[src/rtl/core/tgpc_pkg.sv]
// Package for the text/graphics pixel composer: action codes, register map,
// reset values and the structs shared by the core modules. No dependencies.
`default_nettype none

package tgpc_pkg;

   // Action codes of a request transaction
   localparam logic [2:0] ACT_PORT_WR    = 3'd0;
   localparam logic [2:0] ACT_PORT_RD    = 3'd1;
   localparam logic [2:0] ACT_MODE_WR    = 3'd2;
   localparam logic [2:0] ACT_FRAME_TICK = 3'd3;
   localparam logic [2:0] ACT_RENDER     = 3'd4;

   // Register indexes (byte address is 4 * index)
   localparam int unsigned CSR_ADDR_W = 5;
   localparam logic [2:0] REG_DISPLAY_ENABLE = 3'd0;
   localparam logic [2:0] REG_CURSOR_DISABLE = 3'd1;
   localparam logic [2:0] REG_CURSOR_ADDR    = 3'd2;
   localparam logic [2:0] REG_CURSOR_START   = 3'd3;
   localparam logic [2:0] REG_CURSOR_END     = 3'd4;
   localparam logic [2:0] REG_BLINK_MODE     = 3'd5;
   localparam logic [2:0] REG_CHAR_HEIGHT    = 3'd6;
   localparam logic [2:0] REG_ATTR_BLINK     = 3'd7;

   // Cursor blink modes
   localparam logic [1:0] BLINK_STEADY = 2'd0;
   localparam logic [1:0] BLINK_HIDDEN = 2'd1;
   localparam logic [1:0] BLINK_BIT3   = 2'd2;
   localparam logic [1:0] BLINK_BIT4   = 2'd3;

   localparam logic [4:0] PALETTE_PORT_BASE = 5'b00110; // ports 0x30-0x37
   localparam logic [7:0] COLOUR_MASK_RESET = 8'hfe;
   localparam logic [2:0] MONO_PAGE_RESET   = 3'd7;
   localparam logic [2:0] COLOUR_WHITE      = 3'd7;
   localparam logic [7:0] READ_MISS_DATA    = 8'hff;
   localparam int unsigned TEXT_LINES       = 8;

   typedef struct packed {
      logic        display_enable;
      logic        cursor_disable;
      logic [10:0] cursor_addr;
      logic [4:0]  cursor_start;
      logic [4:0]  cursor_end;
      logic [1:0]  cursor_blink_mode;
      logic [3:0]  char_height;
      logic        attr_blink;
   } cfg_type;

   typedef struct packed {
      logic [2:0]  action;
      logic [7:0]  port_addr;
      logic [7:0]  port_data;
      logic [7:0]  plane_b;
      logic [7:0]  plane_r;
      logic [7:0]  plane_g;
      logic        text_present;
      logic [7:0]  font_row;
      logic [5:0]  text_attr;
      logic [3:0]  cell_line;
      logic [10:0] text_addr;
      logic        text_half;
   } item_type;

   typedef struct packed {
      logic [7:0][2:0] palette;
      logic [7:0]      colour_mask;
      logic [2:0]      mono_page;
      logic            text_in_colour;
      logic            text_is_wide;
      logic [4:0]      blink_counter;
   } mode_type;

endpackage

`default_nettype wire

[src/rtl/core/tgpc_ifaces.sv]
// Valid/ready channel interfaces for the pixel composer request and response.
// Standalone; field widths follow the tgpc_pkg item layout.
`default_nettype none

interface tgpc_req_if;
   logic        valid;
   logic        ready;
   logic [2:0]  action;
   logic [7:0]  port_addr;
   logic [7:0]  port_data;
   logic [7:0]  plane_b;
   logic [7:0]  plane_r;
   logic [7:0]  plane_g;
   logic        text_present;
   logic [7:0]  font_row;
   logic [5:0]  text_attr;
   logic [3:0]  cell_line;
   logic [10:0] text_addr;
   logic        text_half;

   modport source (
      output valid, action, port_addr, port_data, plane_b, plane_r, plane_g,
             text_present, font_row, text_attr, cell_line, text_addr, text_half,
      input  ready
   );
   modport sink (
      input  valid, action, port_addr, port_data, plane_b, plane_r, plane_g,
             text_present, font_row, text_attr, cell_line, text_addr, text_half,
      output ready
   );
endinterface

interface tgpc_rsp_if;
   logic        valid;
   logic        ready;
   logic [7:0]  read_data;
   logic [23:0] pixels;

   modport source (output valid, read_data, pixels, input ready);
   modport sink   (input valid, read_data, pixels, output ready);
endinterface

`default_nettype wire

[src/rtl/core/tgpc_csr.sv]
// APB-style configuration registers of the pixel composer.
// Depends on tgpc_pkg for the register map and cfg_type.
`default_nettype none

module tgpc_csr
   import tgpc_pkg::*;
(
   input  wire logic                  clock,
   input  wire logic                  reset,
   input  wire logic                  psel,
   input  wire logic                  penable,
   input  wire logic                  pwrite,
   input  wire logic [CSR_ADDR_W-1:0] paddr,
   input  wire logic [31:0]           pwdata,
   output logic [31:0]                prdata,
   output logic                       pready,
   output cfg_type                    cfg
);

   cfg_type    cfg_ff;
   logic       wr_en;
   logic [2:0] reg_idx;

   assign pready  = 1'b1;
   assign wr_en   = psel & penable & pwrite;
   assign reg_idx = paddr[CSR_ADDR_W-1:2];
   assign cfg     = cfg_ff;

   always_ff @(posedge clock) begin
      if (reset) begin
         cfg_ff.display_enable    <= 1'b1;
         cfg_ff.cursor_disable    <= 1'b0;
         cfg_ff.cursor_addr       <= '0;
         cfg_ff.cursor_start      <= '0;
         cfg_ff.cursor_end        <= 5'd7;
         cfg_ff.cursor_blink_mode <= BLINK_STEADY;
         cfg_ff.char_height       <= 4'd8;
         cfg_ff.attr_blink        <= 1'b0;
      end else if (wr_en) begin
         unique case (reg_idx)
            REG_DISPLAY_ENABLE: cfg_ff.display_enable    <= pwdata[0];
            REG_CURSOR_DISABLE: cfg_ff.cursor_disable    <= pwdata[0];
            REG_CURSOR_ADDR:    cfg_ff.cursor_addr       <= pwdata[10:0];
            REG_CURSOR_START:   cfg_ff.cursor_start      <= pwdata[4:0];
            REG_CURSOR_END:     cfg_ff.cursor_end        <= pwdata[4:0];
            REG_BLINK_MODE:     cfg_ff.cursor_blink_mode <= pwdata[1:0];
            REG_CHAR_HEIGHT:    cfg_ff.char_height       <= pwdata[3:0];
            REG_ATTR_BLINK:     cfg_ff.attr_blink        <= pwdata[0];
         endcase
      end
   end

   always_comb begin
      prdata = '0;
      unique case (reg_idx)
         REG_DISPLAY_ENABLE: prdata[0]    = cfg_ff.display_enable;
         REG_CURSOR_DISABLE: prdata[0]    = cfg_ff.cursor_disable;
         REG_CURSOR_ADDR:    prdata[10:0] = cfg_ff.cursor_addr;
         REG_CURSOR_START:   prdata[4:0]  = cfg_ff.cursor_start;
         REG_CURSOR_END:     prdata[4:0]  = cfg_ff.cursor_end;
         REG_BLINK_MODE:     prdata[1:0]  = cfg_ff.cursor_blink_mode;
         REG_CHAR_HEIGHT:    prdata[3:0]  = cfg_ff.char_height;
         REG_ATTR_BLINK:     prdata[0]    = cfg_ff.attr_blink;
      endcase
   end

endmodule

`default_nettype wire

[src/rtl/core/tgpc_mode_state.sv]
// Palette, colour mask, mode port state and blink counter of the composer;
// updated as each transaction leaves the input register. Depends on tgpc_pkg.
`default_nettype none

module tgpc_mode_state
   import tgpc_pkg::*;
(
   input  wire logic     clock,
   input  wire logic     reset,
   input  wire logic     step_en,
   input  wire item_type item,
   output mode_type      mode,
   output logic [7:0]    read_data
);

   mode_type mode_ff;
   mode_type mode_in;
   logic     pal_port;
   logic [2:0] entry;

   assign pal_port = (item.port_addr[7:3] == PALETTE_PORT_BASE);
   assign entry    = item.port_addr[2:0];
   assign mode     = mode_ff;

   always_comb begin
      mode_in = mode_ff;
      unique case (item.action)
         ACT_PORT_WR: begin
            if (pal_port) begin
               mode_in.palette[entry]     = item.port_data[2:0];
               mode_in.colour_mask[entry] = |item.port_data[2:0];
            end
         end
         ACT_MODE_WR: begin
            mode_in.mono_page      = item.port_data[2:0];
            mode_in.text_in_colour = ~item.port_data[7];
            mode_in.text_is_wide   = ~item.port_data[6];
         end
         ACT_FRAME_TICK: mode_in.blink_counter = mode_ff.blink_counter + 5'd1;
         default: ;
      endcase
   end

   always_comb begin
      read_data = '0;
      if (item.action == ACT_PORT_RD) begin
         read_data = pal_port ? {5'd0, mode_ff.palette[entry]} : READ_MISS_DATA;
      end
   end

   always_ff @(posedge clock) begin
      if (reset) begin
         for (int i = 0; i < 8; i++) begin
            mode_ff.palette[i] <= 3'(i);
         end
         mode_ff.colour_mask    <= COLOUR_MASK_RESET;
         mode_ff.mono_page      <= MONO_PAGE_RESET;
         mode_ff.text_in_colour <= 1'b0;
         mode_ff.text_is_wide   <= 1'b1;
         mode_ff.blink_counter  <= '0;
      end else if (step_en) begin
         mode_ff <= mode_in;
      end
   end

endmodule

`default_nettype wire

[src/rtl/core/tgpc_compose.sv]
// Pixel composition of one 8-pixel group: graphics, text overlay, cursor
// and blanking. Pure logic; depends on tgpc_pkg for cfg_type/mode_type.
`default_nettype none

module tgpc_compose
   import tgpc_pkg::*;
(
   input  wire item_type item,
   input  wire mode_type mode,
   input  wire cfg_type  cfg,
   output logic [23:0]   pixels
);

   logic [7:0][2:0] px;
   logic [7:0]      mono_pat;
   logic [7:0]      text_pat;
   logic [2:0]      text_col;
   logic            secret;
   logic            text_on;
   logic            cursor_shown;
   logic            cursor_hit;
   logic [2:0]      bit_sel;

   assign mono_pat = (mode.mono_page[0] ? item.plane_b : 8'd0)
                   | (mode.mono_page[1] ? item.plane_r : 8'd0)
                   | (mode.mono_page[2] ? item.plane_g : 8'd0);

   assign secret   = item.text_attr[3] | (item.text_attr[4] & cfg.attr_blink);
   assign text_pat = secret ? 8'd0 : (item.text_attr[5] ? ~item.font_row : item.font_row);
   assign text_col = mode.text_in_colour ? item.text_attr[2:0] : COLOUR_WHITE;
   assign text_on  = item.text_present & (32'(item.cell_line) < TEXT_LINES);

   always_comb begin
      unique case (cfg.cursor_blink_mode)
         BLINK_STEADY: cursor_shown = 1'b1;
         BLINK_HIDDEN: cursor_shown = 1'b0;
         BLINK_BIT3:   cursor_shown = mode.blink_counter[3];
         BLINK_BIT4:   cursor_shown = mode.blink_counter[4];
      endcase
   end

   assign cursor_hit = item.text_present & ~cfg.cursor_disable & cursor_shown
                     & (item.text_addr == cfg.cursor_addr)
                     & ({1'b0, item.cell_line} >= cfg.cursor_start)
                     & ({1'b0, item.cell_line} <= cfg.cursor_end)
                     & (item.cell_line < cfg.char_height);

   // Pixel i is leftmost at i = 0, taken from plane bit 7 - i
   always_comb begin
      for (int i = 0; i < 8; i++) begin
         bit_sel = 3'(7 - i);
         if (mode.colour_mask != 8'd0) begin
            px[i] = mode.palette[{item.plane_g[bit_sel], item.plane_r[bit_sel],
                                  item.plane_b[bit_sel]}];
         end else begin
            px[i] = mono_pat[bit_sel] ? COLOUR_WHITE : 3'd0;
         end
         if (mode.text_is_wide) begin
            // each pattern bit covers two pixels, half picks the nibble
            bit_sel = (item.text_half ? 3'd3 : 3'd7) - 3'(i / 2);
         end
         if (text_on && text_pat[bit_sel]) begin
            px[i] = text_col;
         end
         if (cursor_hit) begin
            px[i] = COLOUR_WHITE;
         end
      end
   end

   always_comb begin
      pixels = '0;
      if (cfg.display_enable) begin
         for (int i = 0; i < 8; i++) begin
            pixels[23 - 3*i -: 3] = px[i];
         end
      end
   end

endmodule

`default_nettype wire

[src/rtl/core/text_graphics_pixel_composer_core.sv]
// Text/graphics pixel composer: one transaction in, one result out.
// Path: an accepted request enters the input register, then the result register once
// that is free. Throughput: one transaction per cycle while rsp_chan.ready holds,
// set by the single compose stage between the two registers; state updates in order.
// Reset (synchronous, active high) restores palette, mode state, blink counter
// and configuration registers, and empties both pipeline registers.
`default_nettype none

module text_graphics_pixel_composer_core
   import tgpc_pkg::*;
(
   input  wire logic                  clock,
   input  wire logic                  reset,
   tgpc_req_if.sink                   req_chan,
   tgpc_rsp_if.source                 rsp_chan,
   input  wire logic                  psel,
   input  wire logic                  penable,
   input  wire logic                  pwrite,
   input  wire logic [CSR_ADDR_W-1:0] paddr,
   input  wire logic [31:0]           pwdata,
   output logic [31:0]                prdata,
   output logic                       pready
);

   item_type    item_ff;
   logic        item_vld_ff;
   logic        rsp_vld_ff;
   logic [7:0]  rsp_read_data_ff;
   logic [23:0] rsp_pixels_ff;
   logic        advance;
   logic        req_take;
   cfg_type     cfg;
   mode_type    mode;
   logic [7:0]  read_data;
   logic [23:0] pixels;

   tgpc_csr u_csr (
      .clock   (clock),
      .reset   (reset),
      .psel    (psel),
      .penable (penable),
      .pwrite  (pwrite),
      .paddr   (paddr),
      .pwdata  (pwdata),
      .prdata  (prdata),
      .pready  (pready),
      .cfg     (cfg)
   );

   tgpc_mode_state u_mode_state (
      .clock     (clock),
      .reset     (reset),
      .step_en   (advance),
      .item      (item_ff),
      .mode      (mode),
      .read_data (read_data)
   );

   tgpc_compose u_compose (
      .item   (item_ff),
      .mode   (mode),
      .cfg    (cfg),
      .pixels (pixels)
   );

   // Move the held transaction into the result register when it is free
   assign advance  = item_vld_ff & (~rsp_vld_ff | rsp_chan.ready);
   assign req_chan.ready = ~item_vld_ff | advance;
   assign req_take = req_chan.valid & req_chan.ready;

   always_ff @(posedge clock) begin
      if (reset) begin
         item_vld_ff <= 1'b0;
         rsp_vld_ff  <= 1'b0;
      end else begin
         if (req_take) begin
            item_vld_ff <= 1'b1;
         end else if (advance) begin
            item_vld_ff <= 1'b0;
         end
         if (advance) begin
            rsp_vld_ff <= 1'b1;
         end else if (rsp_chan.ready) begin
            rsp_vld_ff <= 1'b0;
         end
      end
   end

   always_ff @(posedge clock) begin
      if (req_take) begin
         item_ff.action       <= req_chan.action;
         item_ff.port_addr    <= req_chan.port_addr;
         item_ff.port_data    <= req_chan.port_data;
         item_ff.plane_b      <= req_chan.plane_b;
         item_ff.plane_r      <= req_chan.plane_r;
         item_ff.plane_g      <= req_chan.plane_g;
         item_ff.text_present <= req_chan.text_present;
         item_ff.font_row     <= req_chan.font_row;
         item_ff.text_attr    <= req_chan.text_attr;
         item_ff.cell_line    <= req_chan.cell_line;
         item_ff.text_addr    <= req_chan.text_addr;
         item_ff.text_half    <= req_chan.text_half;
      end
      if (advance) begin
         rsp_read_data_ff <= read_data;
         rsp_pixels_ff    <= (item_ff.action == ACT_RENDER) ? pixels : 24'd0;
      end
   end

   assign rsp_chan.valid     = rsp_vld_ff;
   assign rsp_chan.read_data = rsp_read_data_ff;
   assign rsp_chan.pixels    = rsp_pixels_ff;

endmodule

`default_nettype wire
[src/flat_wrapper.sv]
// flat-port wrapper written by rule: the top's interface ports become plain ports
module text_graphics_pixel_composer_core_flat import tgpc_pkg::*;
  (clock, reset, psel, penable, pwrite, paddr, pwdata, prdata, pready, req_chan_valid, req_chan_action, req_chan_port_addr, req_chan_port_data, req_chan_plane_b, req_chan_plane_r, req_chan_plane_g, req_chan_text_present, req_chan_font_row, req_chan_text_attr, req_chan_cell_line, req_chan_text_addr, req_chan_text_half, req_chan_ready, rsp_chan_valid, rsp_chan_read_data, rsp_chan_pixels, rsp_chan_ready);
  tgpc_req_if req_chan_i ();
  tgpc_rsp_if rsp_chan_i ();
  input  wire logic clock;
  input  wire logic reset;
  input  wire logic psel;
  input  wire logic penable;
  input  wire logic pwrite;
  input  wire logic [CSR_ADDR_W-1:0] paddr;
  input  wire logic [31:0] pwdata;
  output logic [31:0] prdata;
  output logic pready;
  input wire logic [$bits(req_chan_i.valid)-1:0] req_chan_valid;
  input wire logic [$bits(req_chan_i.action)-1:0] req_chan_action;
  input wire logic [$bits(req_chan_i.port_addr)-1:0] req_chan_port_addr;
  input wire logic [$bits(req_chan_i.port_data)-1:0] req_chan_port_data;
  input wire logic [$bits(req_chan_i.plane_b)-1:0] req_chan_plane_b;
  input wire logic [$bits(req_chan_i.plane_r)-1:0] req_chan_plane_r;
  input wire logic [$bits(req_chan_i.plane_g)-1:0] req_chan_plane_g;
  input wire logic [$bits(req_chan_i.text_present)-1:0] req_chan_text_present;
  input wire logic [$bits(req_chan_i.font_row)-1:0] req_chan_font_row;
  input wire logic [$bits(req_chan_i.text_attr)-1:0] req_chan_text_attr;
  input wire logic [$bits(req_chan_i.cell_line)-1:0] req_chan_cell_line;
  input wire logic [$bits(req_chan_i.text_addr)-1:0] req_chan_text_addr;
  input wire logic [$bits(req_chan_i.text_half)-1:0] req_chan_text_half;
  output wire logic [$bits(req_chan_i.ready)-1:0] req_chan_ready;
  output wire logic [$bits(rsp_chan_i.valid)-1:0] rsp_chan_valid;
  output wire logic [$bits(rsp_chan_i.read_data)-1:0] rsp_chan_read_data;
  output wire logic [$bits(rsp_chan_i.pixels)-1:0] rsp_chan_pixels;
  input wire logic [$bits(rsp_chan_i.ready)-1:0] rsp_chan_ready;
  assign req_chan_i.valid = req_chan_valid;
  assign req_chan_i.action = req_chan_action;
  assign req_chan_i.port_addr = req_chan_port_addr;
  assign req_chan_i.port_data = req_chan_port_data;
  assign req_chan_i.plane_b = req_chan_plane_b;
  assign req_chan_i.plane_r = req_chan_plane_r;
  assign req_chan_i.plane_g = req_chan_plane_g;
  assign req_chan_i.text_present = req_chan_text_present;
  assign req_chan_i.font_row = req_chan_font_row;
  assign req_chan_i.text_attr = req_chan_text_attr;
  assign req_chan_i.cell_line = req_chan_cell_line;
  assign req_chan_i.text_addr = req_chan_text_addr;
  assign req_chan_i.text_half = req_chan_text_half;
  assign req_chan_ready = req_chan_i.ready;
  assign rsp_chan_valid = rsp_chan_i.valid;
  assign rsp_chan_read_data = rsp_chan_i.read_data;
  assign rsp_chan_pixels = rsp_chan_i.pixels;
  assign rsp_chan_i.ready = rsp_chan_ready;
  text_graphics_pixel_composer_core u_core (.clock(clock), .reset(reset), .req_chan(req_chan_i), .rsp_chan(rsp_chan_i), .psel(psel), .penable(penable), .pwrite(pwrite), .paddr(paddr), .pwdata(pwdata), .prdata(prdata), .pready(pready));
endmodule
[config.mk]
export PLATFORM = sky130hd
export DESIGN_NAME = text_graphics_pixel_composer_core_flat
export DESIGN_NICKNAME = d
export VERILOG_FILES = /design/src/rtl/core/tgpc_pkg.sv /design/src/rtl/core/tgpc_ifaces.sv /design/src/rtl/core/tgpc_csr.sv /design/src/rtl/core/tgpc_mode_state.sv /design/src/rtl/core/tgpc_compose.sv /design/src/rtl/core/text_graphics_pixel_composer_core.sv /design/src/flat_wrapper.sv
export SDC_FILE = /design/constraint.sdc
export NUM_CORES = 1
export LEC_CHECK = 0
export BUFFER_PORTS_ARGS = -buffer_cell sky130_fd_sc_hd__buf_4
export CAP_MARGIN = 0
export CORE_ASPECT_RATIO = 0.75
export CORE_UTILIZATION = 40
export CTS_BUF_LIST = sky130_fd_sc_hd__clkbuf_2 sky130_fd_sc_hd__clkbuf_4 sky130_fd_sc_hd__clkbuf_8
export CTS_CLUSTER_SIZE = 30
export DETAILED_ROUTE_END_ITERATION = 7
export PLACE_DENSITY_LB_ADDON = 0.3
export SYNTH_ARGS = -nofsm -noshare
export SYNTH_HDL_FRONTEND = slang
export SYNTH_SLANG_ARGS = --single-unit
[constraint.sdc]
create_clock -name clock -period 3.3 [get_ports clock]
set_input_delay 0.66 -clock clock [delete_from_list [all_inputs] [get_ports clock]]
set_output_delay 0.66 -clock clock [all_outputs]
set_load 0.02 [all_outputs]
==> results.toml, run 1 <==
[worst_setup_path]
cp_data_arrival_time_ns = 1.95
path_max_fanout = 12
end_kind = "primary output"
crit_path_cell_trace = "buf_4, and2b_1, nor2b_1, and2_1, buf_4"
critPathMaxStageDelay_ns = 0.49
setup.worst_path.start_class = "input pin"
r2r-start = "u_core.item_ff[14]"
crit_type = "in2out"
regToRegSetupSlack_ns = 0.71
startpoint = "paddr[4]"
cp.required_ns = 2.64
crit_slowest_cell = "nor2b_1"
worst_path_most_repeated_cell = "buf_4"

[floorplan]
ios = 185
die_w_um = 177
coreArea_um2 = 22300
die_h_um = 133
die_area_um2 = 23600
start_util_pct = 41.3
num_rows = 47

[sta]
max-slew-margin-rel_pct = 31.2
clock.fmax_ghz = 0.383
slew_viol_final = 0
fin_skew_ns = 0.0192
rsz0062_at_grt = "false"
worstMarginPinSlew_ns = 1.03
finalSetupViolations = 0
hold_viol = 0
fin_crit_sh_pct = 79.2
setup_tns_ns = 0
min_period_ns = 2.61

[yosys]
synth-seq-cells = 173
synth_xor_area_share_pct = 1.52
synth-main-ff-cell = "edfxtp_1"
async_flop_share_pct = 0
syn_area_um2 = 9200
synth-compound-area-share_pct = 9.87
yosys.area_share.simple_pct = 12.4
synthMuxAreaShare_pct = 20.8
netlist_instances = 772
synth_top_family_by_area = "multiplexers"
synth.distinct_cells = 59
yosys_warnings = 0
synthAdderAreaFrac_pct = 1.63
synth_edf_count = 99
synth-seq-area-share_pct = 48.4
syn_area_per_cell_um2 = 11.9

[pwr]
clkPwrFrac_pct = 35.5
peakVddDrop_mv = 0.247
switching_share_pct = 24.6
p_per_area_nw_per_um2 = 422
seqPwrFrac_pct = 54.5
p_sw_mw = 1.11
internal_power_mw = 3.40
p_leak_nw = 4.15
comb_power_share_pct = 10.0

[detailed_routing]
viasPerCell = 5.55
routed_wl_mm = 22.8
drc = 0
drt-pass1-iter-count = 7
detailedRoute.firstIterationViolations = 732
wire_per_inst_um = 19.4
vias = 6542
ant_nets = 0

[cells_and_area]
antennaDiodeCount = 0
layout.nets = 1001
final_util_pct = 47.9
drive_gt1_share_pct = 27.9
instances_no_fill = 1178
syn2layout_area_growth_pct = 16.2

[status]
status = "complete, no violations"

[grt]
grt_usage_pct = 20.1
grt_pass1_wl_mm = 35.6
grt_overflow = 0
grt_max_degree = 75
grt_pass1_vias = 6167
antenna_found_initial = 0

[hold_path]
hold_class = "in2reg"
holdCritStartpoint = "req_chan_text_attr[2]"

[run]
maxCapViolations = 0

[placed_design]
placed_cells = 1146
io_buffer_count = 136
finalWeightedCongestion = 0.855
hpwl_mm = 16.6

[clock_network]
cts_max_level = 4
clk_path_buf_depth = 2
cts_root_buf = "clkbuf_8"
clkLatencyLatePin_ns = 0.48
cts_hold_buffers = 0
cts-resized-gates = 0
cts_tree = "done"
cts_setup_buffers = 0
cts.sinks = 173
cts_buffers = 17
clk_pin_slew_ns = 0.10
==> stage by stage <==
stage                     hold slack [ns]  power (mW)  instance area [um2]  worst slack (ns)
after global placement              0.443        2.95                10300             0.693
after CTS                           0.310        4.57                10700             0.701
after detailed placement            0.453        2.95                10300             0.672
after floorplan                     0.436        2.77                 9280             0.267
final                               0.348        4.51                10700             0.688
after global routing                0.314        4.70                10700             0.442
==> cells by family (layout without fill, tap and decap cells) <==
group                      count (synthesis)  after routing
adders and majority gates                 12             12
AOI/OAI and AO/OA                        125            125
DFF                                      173            173
xor gates and xnor gates                  16             16
other                                      2             22
buffers and inverters                     93            185
muxes                                    123            123
and+or+nand+nor                          228            228
==> worst paths after layout <==
| kind | end | cells after the start |
|---|---|---|
| setup / recovery | prdata[7] | 5 |
| hold / removal | u_core.item_ff[18] | 1 |
| setup reg to reg | u_core.rsp_chan.pixels[23] | 7 |
| hold reg to reg | u_core.u_mode_state.mode[13] | 1 |
==> per-layer routing <==
metal / up-vias / global-route usage [%] / share of wire, %
li1: 3067 / - / -
met4: 0 / 5.03 / 0.91
met5: - / 0 / 0
met3: 16 / 6.79 / 9.6
met1: 3168 / 30.6 / 48
met2: 291 / 26.9 / 41
==> power groups by stage <==
stage               combinational, mW  clock [mW]  sequential (mW)
floorplan                       0.311           0             2.46
global placement                0.445           0             2.50
detailed placement              0.448           0             2.51
CTS                             0.450        1.66             2.46
global route                    0.487        1.75             2.47
finish                          0.451        1.60             2.46
==> Yosys cell counts (7+ instances only) <==
| library cell | instances | area (um2) |
|---|---|---|
| mux4_2 | 54 | 1220 |
| inv_1 | 13 | 48.8 |
| a222oi_1 | 8 | 80.1 |
| nand2_1 | 64 | 240 |
| mux2i_1 | 60 | 601 |
| edfxtp_1 | 99 | 2970 |
| nor2b_1 | 10 | 62.6 |
| o221ai_1 | 24 | 210 |
| and2_1 | 8 | 50.1 |
| nand2b_1 | 8 | 50.1 |
| a211o_1 | 24 | 210 |
| nor2_1 | 93 | 349 |
| dfxtp_1 | 74 | 1480 |
| a21oi_1 | 27 | 135 |
| buf_4 | 26 | 195 |
| mux2_2 | 7 | 78.8 |
| buf_2 | 15 | 75.1 |
| clkbuf_1 | 32 | 120 |
| xor2_1 | 13 | 114 |
| o21ai_0 | 18 | 90.1 |
| ha_1 | 12 | 150 |
==> cell usage in the layout (no fill, tap or decap), types with 9 or more instances in the layout <==
master | Yosys | final
buf_4 | 26 | 140
edfxtp_1 | 99 | 99
nor2_1 | 93 | 93
dfxtp_1 | 74 | 74
nand2_1 | 64 | 64
mux2i_1 | 60 | 60
mux4_2 | 54 | 54
a21oi_1 | 27 | 27
a211o_1 | 24 | 24
o221ai_1 | 24 | 24
conb_1 | 2 | 22
clkbuf_8 | 0 | 19
o21ai_0 | 18 | 18
xor2_1 | 13 | 13
inv_1 | 13 | 13
ha_1 | 12 | 12
nor2b_1 | 10 | 9
==> flip-flops by register name, indices dropped and copies added (netlist names) <==
signal / count
u_core.item_ff: 71
u_core.item_vld_ff: 1
u_core.rsp_chan.pixels: 24
u_core.rsp_chan.read_data: 4
u_core.u_csr.cfg: 30
u_core.u_mode_state.mode: 42
u_core.rsp_chan.valid: 1
==> worst max-delay path: cells and delay by family <==
kind,cells,cell delay (ns)
AND/OR/NAND/NOR,3,1.00
buffers and inverters,2,0.29
==> final cells by class <==
cell class	count	area [um2]
timing repair buffer	140	1050
fill	2021	11600
multi-input combinational	526	4340
inverter	13	48.8
clock buffer	22	284
sequential	173	4450
tap	294	368
clock inverter	10	136
No activity file was read; power rests on OpenSTA's default activity.
==> inputs of run 2 (changes only) <==
==> constraint.sdc (replaced) <==
create_clock -name clock -period 2.3 [get_ports clock]
set_input_delay 0.46 -clock clock [delete_from_list [all_inputs] [get_ports clock]]
set_output_delay 0.46 -clock clock [all_outputs]
set_load 0.02 [all_outputs]
==> results.toml, run 2 (synthesized netlist as in run 1, its figures left out) <==
[status]
status = "complete, no violations"

[detailed_routing]
routed_wl_mm = 22.9
drt-pass1-iter-count = 6
detailedRoute.firstIterationViolations = 697
wire_per_inst_um = 19.2
viasPerCell = 5.63
ant_nets = 0
drc = 0
vias = 6709

[sta]
rsz0062_at_grt = "false"
hold_viol = 0
finalSetupViolations = 0
setup_tns_ns = 0
fin_skew_ns = 0.0139
max-slew-margin-rel_pct = 33.2
worstMarginPinSlew_ns = 1.00
clock.fmax_ghz = 0.464
fin_crit_sh_pct = 93.7
min_period_ns = 2.16
slew_viol_final = 0

[cells_and_area]
largest_reg_flops = 71
layout.nets = 1014
drive_gt1_share_pct = 29.0
regArea_um2 = 4450
multi_input_area_um2 = 4350
fill_cells = 2021
syn2layout_area_growth_pct = 17.3
largest-register = "u_core.item_ff"
final_common_cell = "buf_4"
most-common-layout-cells = "buf_4, edfxtp_1, nor2_1, dfxtp_1, nand2_1"
final_util_pct = 48.4
antennaDiodeCount = 0

[clock_network]
cts-resized-gates = 0
cts_hold_buffers = 0
cts_max_level = 4
cts_tree = "done"
cts.sinks = 173
cts_root_buf = "clkbuf_8"
cts_setup_buffers = 0
cts_buffers = 17
clk_pin_slew_ns = 0.10
clkLatencyLatePin_ns = 0.48
clk_path_buf_depth = 2

[worst_setup_path]
crit_type = "reg2reg"
setup.worst_path.start_class = "flop"
cp_data_arrival_time_ns = 2.38
path_max_fanout = 7
cp.required_ns = 2.53
end_kind = "flop"

[floorplan]
coreArea_um2 = 22300
ios = 185
die_w_um = 177
die_area_um2 = 23600
num_rows = 47
start_util_pct = 41.3
die_h_um = 133

[pwr]
p_total_mw = 6.38
p_per_area_nw_per_um2 = 591
peakVddDrop_mv = 0.318
p_leak_nw = 4.22

[placed_design]
io_buffer_count = 136
finalWeightedCongestion = 0.882
hpwl_mm = 16.6

[grt]
grt_max_degree = 72
grt_overflow = 0
grt_pass1_vias = 6289
antenna_found_initial = 0
grt_pass1_wl_mm = 35.9
grt_usage_pct = 20.2

[hold_path]
hold_class = "in2reg"

[run]
maxCapViolations = 0
run 2: metal layers:
layer	global-route usage [%]	wire [um]
met2	27.0	9520
met1	31.2	10700
met4	5.27	251
met3	6.02	2410
met5	0	0
run 2: layout make-up:
class,count,share of cell area [%]
clock buffers,20,2.44
repair buffers,153,10.9
multi-input cells,526,40.3
inverters,13,0.452
well taps,294,3.41
flip-flops and latches,173,41.3
clock inverters,12,1.28
run 2: worst max-delay path, stage by stage, from the launching register on:
cell and delay [ns]:
edfxtp_1 0.60, mux4_2 0.56, mux2i_1 0.33, nor2_1 0.08, o221ai_1 0.25, nand2_1 0.09
run 2: final timing paths:
path	depth (start not counted)	to	startpoint	slack, ns
setup / recovery	5	u_core.rsp_chan.pixels[18]	u_core.item_ff[53]	0.14
hold / removal	1	u_core.item_ff[13]	req_chan_cell_line[1]	0.15
setup reg to reg	5	u_core.rsp_chan.pixels[18]	u_core.item_ff[53]	0.14
hold reg to reg	1	u_core.u_mode_state.mode[17]	u_core.u_mode_state.mode[17]	0.48
run 2: report_power, final:
group	leakage, nW	internal (mW)	switching (mW)
clock	0.208	1.03	1.16
combinational	2.45	0.325	0.335
sequential	1.56	3.39	0.138
run 2: per-stage QoR:
step	instance area (um2)	instances	worst slack (ns)	hold WS, ns
floorplan	9280	792	0.0808	0.436
CTS	10800	1191	0.153	0.117
global route	10800	1191	0.0219	0.117
finish	10800	1191	0.145	0.150
detailed placement	10400	1159	0.207	0.467
global placement	10400	1159	0.218	0.445
==> inputs of run 3 (changes only) <==
--- a/config.mk
+++ b/config.mk
@@ -12,7 +12,6 @@
 export CTS_BUF_LIST = sky130_fd_sc_hd__clkbuf_2 sky130_fd_sc_hd__clkbuf_4 sky130_fd_sc_hd__clkbuf_8
 export CTS_CLUSTER_SIZE = 30
 export DETAILED_ROUTE_END_ITERATION = 7
-export PLACE_DENSITY_LB_ADDON = 0.3
 export SYNTH_ARGS = -nofsm -noshare
 export SYNTH_HDL_FRONTEND = slang
 export SYNTH_SLANG_ARGS = --single-unit
==> constraint.sdc (replaced) <==
create_clock -name clock -period 2.1 [get_ports clock]
set_input_delay 0.42 -clock clock [delete_from_list [all_inputs] [get_ports clock]]
set_output_delay 0.42 -clock clock [all_outputs]
set_load 0.02 [all_outputs]
==> results.toml, run 3 (synthesized netlist as in run 1, its figures left out) <==
[status]
status = "complete, no violations"

[hold_path]
hold_class = "in2reg"
holdCritStartpoint = "req_chan_port_addr[7]"
hold_depth = 1
holdPathEnd = "u_core.item_ff[70]"

[grt]
grt_overflow = 0
grt_pass1_wl_mm = 35.6
grt_usage_pct = 20.0
antenna_found_initial = 0
grt_pass1_vias = 6097
grt_max_degree = 72

[clock_network]
cts_tree = "done"
cts_hold_buffers = 0
cts.sinks = 173
cts_buffers = 17
clk_pin_slew_ns = 0.10
cts_root_buf = "clkbuf_8"
clk_path_buf_depth = 2
cts_max_level = 4
clkLatencyLatePin_ns = 0.47

[floorplan]
num_rows = 47
coreArea_um2 = 22300
die_h_um = 133
ios = 185
start_util_pct = 41.3
die_w_um = 177
die_area_um2 = 23600

[cells_and_area]
fill_cells = 2033
instances_no_fill = 1215
antennaDiodeCount = 0
largest_reg_flops = 71
drive_gt1_share_pct = 32.0
most-common-layout-cells = "buf_4, edfxtp_1, nor2_1, dfxtp_1, nand2_1"
largest-register = "u_core.item_ff"
regArea_um2 = 4460
multi_input_area_um2 = 4430
layout.nets = 1038
final_common_cell = "buf_4"
syn2layout_area_growth_pct = 19.9

[sta]
worstMarginPinSlew_ns = 1.03
max-slew-margin-rel_pct = 31.1
rsz0062_at_grt = "true"
finalSetupViolations = 0
fin_skew_ns = 0.0147
fin_crit_sh_pct = 97.3
clock.fmax_ghz = 0.489
hold_viol = 0
slew_viol_final = 0
setup_ws_ns = 0.0566
min_period_ns = 2.04

[worst_setup_path]
ff2ff_path_depth = 6
setup.worst_path.start_class = "flop"
crit_slowest_cell = "edfxtp_1"
worst-path-buf-inv = 1
cp_data_arrival_time_ns = 2.26
crit_family = "compound AO/OA/AOI/OAI gates"
path_max_fanout = 5
end_kind = "flop"
regToRegSetupSlack_ns = 0.06
reg2reg_to = "u_core.rsp_chan.pixels[2]"
r2r-start = "u_core.item_ff[47]"
crit_path_cell_trace = "buf_4, a222oi_1, nor2_1, a31o_1, o221ai_1, nand2_1"
cp.required_ns = 2.32
crit_type = "reg2reg"
critPathMaxStageDelay_ns = 0.52

[pwr]
p_total_mw = 6.89
p_leak_nw = 4.35
p_per_area_nw_per_um2 = 625
peakVddDrop_mv = 0.392

[placed_design]
finalWeightedCongestion = 0.872
io_buffer_count = 136
dpl_worst_slack_ns = -0.00945
placed_cells = 1169
hpwl_mm = 16.8

[run]
maxCapViolations = 0

[detailed_routing]
routed_wl_mm = 23.3
drc = 0
viasPerCell = 5.46
vias = 6635
wire_per_inst_um = 19.2
drt-pass1-iter-count = 6
detailedRoute.firstIterationViolations = 609
ant_nets = 0
## run 3: metrics by stage
stage | util, % | setup TNS [ns] | hold WS (ns) | area (um2)
floorplan | - | 0 | 0.436 | 9280
CTS | 48.7 | 0 | 0.0911 | 10900
global placement | 47.0 | 0 | 0.449 | 10500
global route | 49.5 | -0.901 | 0.0791 | 11000
detailed placement | 47.0 | -0.0179 | 0.454 | 10500
finish | 49.5 | 0 | 0.115 | 11000
## run 3: worst max path at each step
| stage | cells after the start | to | slack (ns) | start |
|---|---|---|---|---|
| floorplan | 3 | u_core.item_ff[0] | 0.01 | u_core.rsp_chan.valid |
| global placement | 8 | u_core.rsp_chan.pixels[19] | 0.0009 | u_core.item_ff[12] |
| detailed placement | 8 | u_core.rsp_chan.pixels[19] | -0.009 | u_core.item_ff[14] |
| CTS | 8 | u_core.rsp_chan.pixels[19] | 0.002 | u_core.item_ff[14] |
| global route | 8 | u_core.rsp_chan.pixels[2] | -0.07 | u_core.item_ff[12] |
| finish | 6 | u_core.rsp_chan.pixels[2] | 0.06 | u_core.item_ff[47] |
## run 3: layout make-up
cell class	count	share of cell area, %
tap	294	3.33
inverter	13	0.442
multi-input combinational	526	40.1
timing repair buffer	177	12.4
clock inverter	13	1.08
sequential	173	40.4
clock buffer	19	2.26
## run 3: power by group
group	switching, mW	internal (mW)	total (mW)
clock network	1.30	0.971	2.27
logic	0.399	0.385	0.784
registers	0.132	3.71	3.84
total	1.83	5.07	6.89
## run 3: timing repair
item                                    4_1_cts  5_1_grt
endpoints found under the setup margin       25       28
setup buffers                                 0       14
endpoints found under the hold margin         0        0
resized for setup                             4       20
pin swaps                                     0        5
## run 3: per-layer routing
layer	wire length, um	GRT usage [%]	share of wire [%]
met3	1740	4.57	7.5
met2	9590	26.4	41
met5	0	0	0
met4	217	4.41	0.93
met1	11800	32.3	51
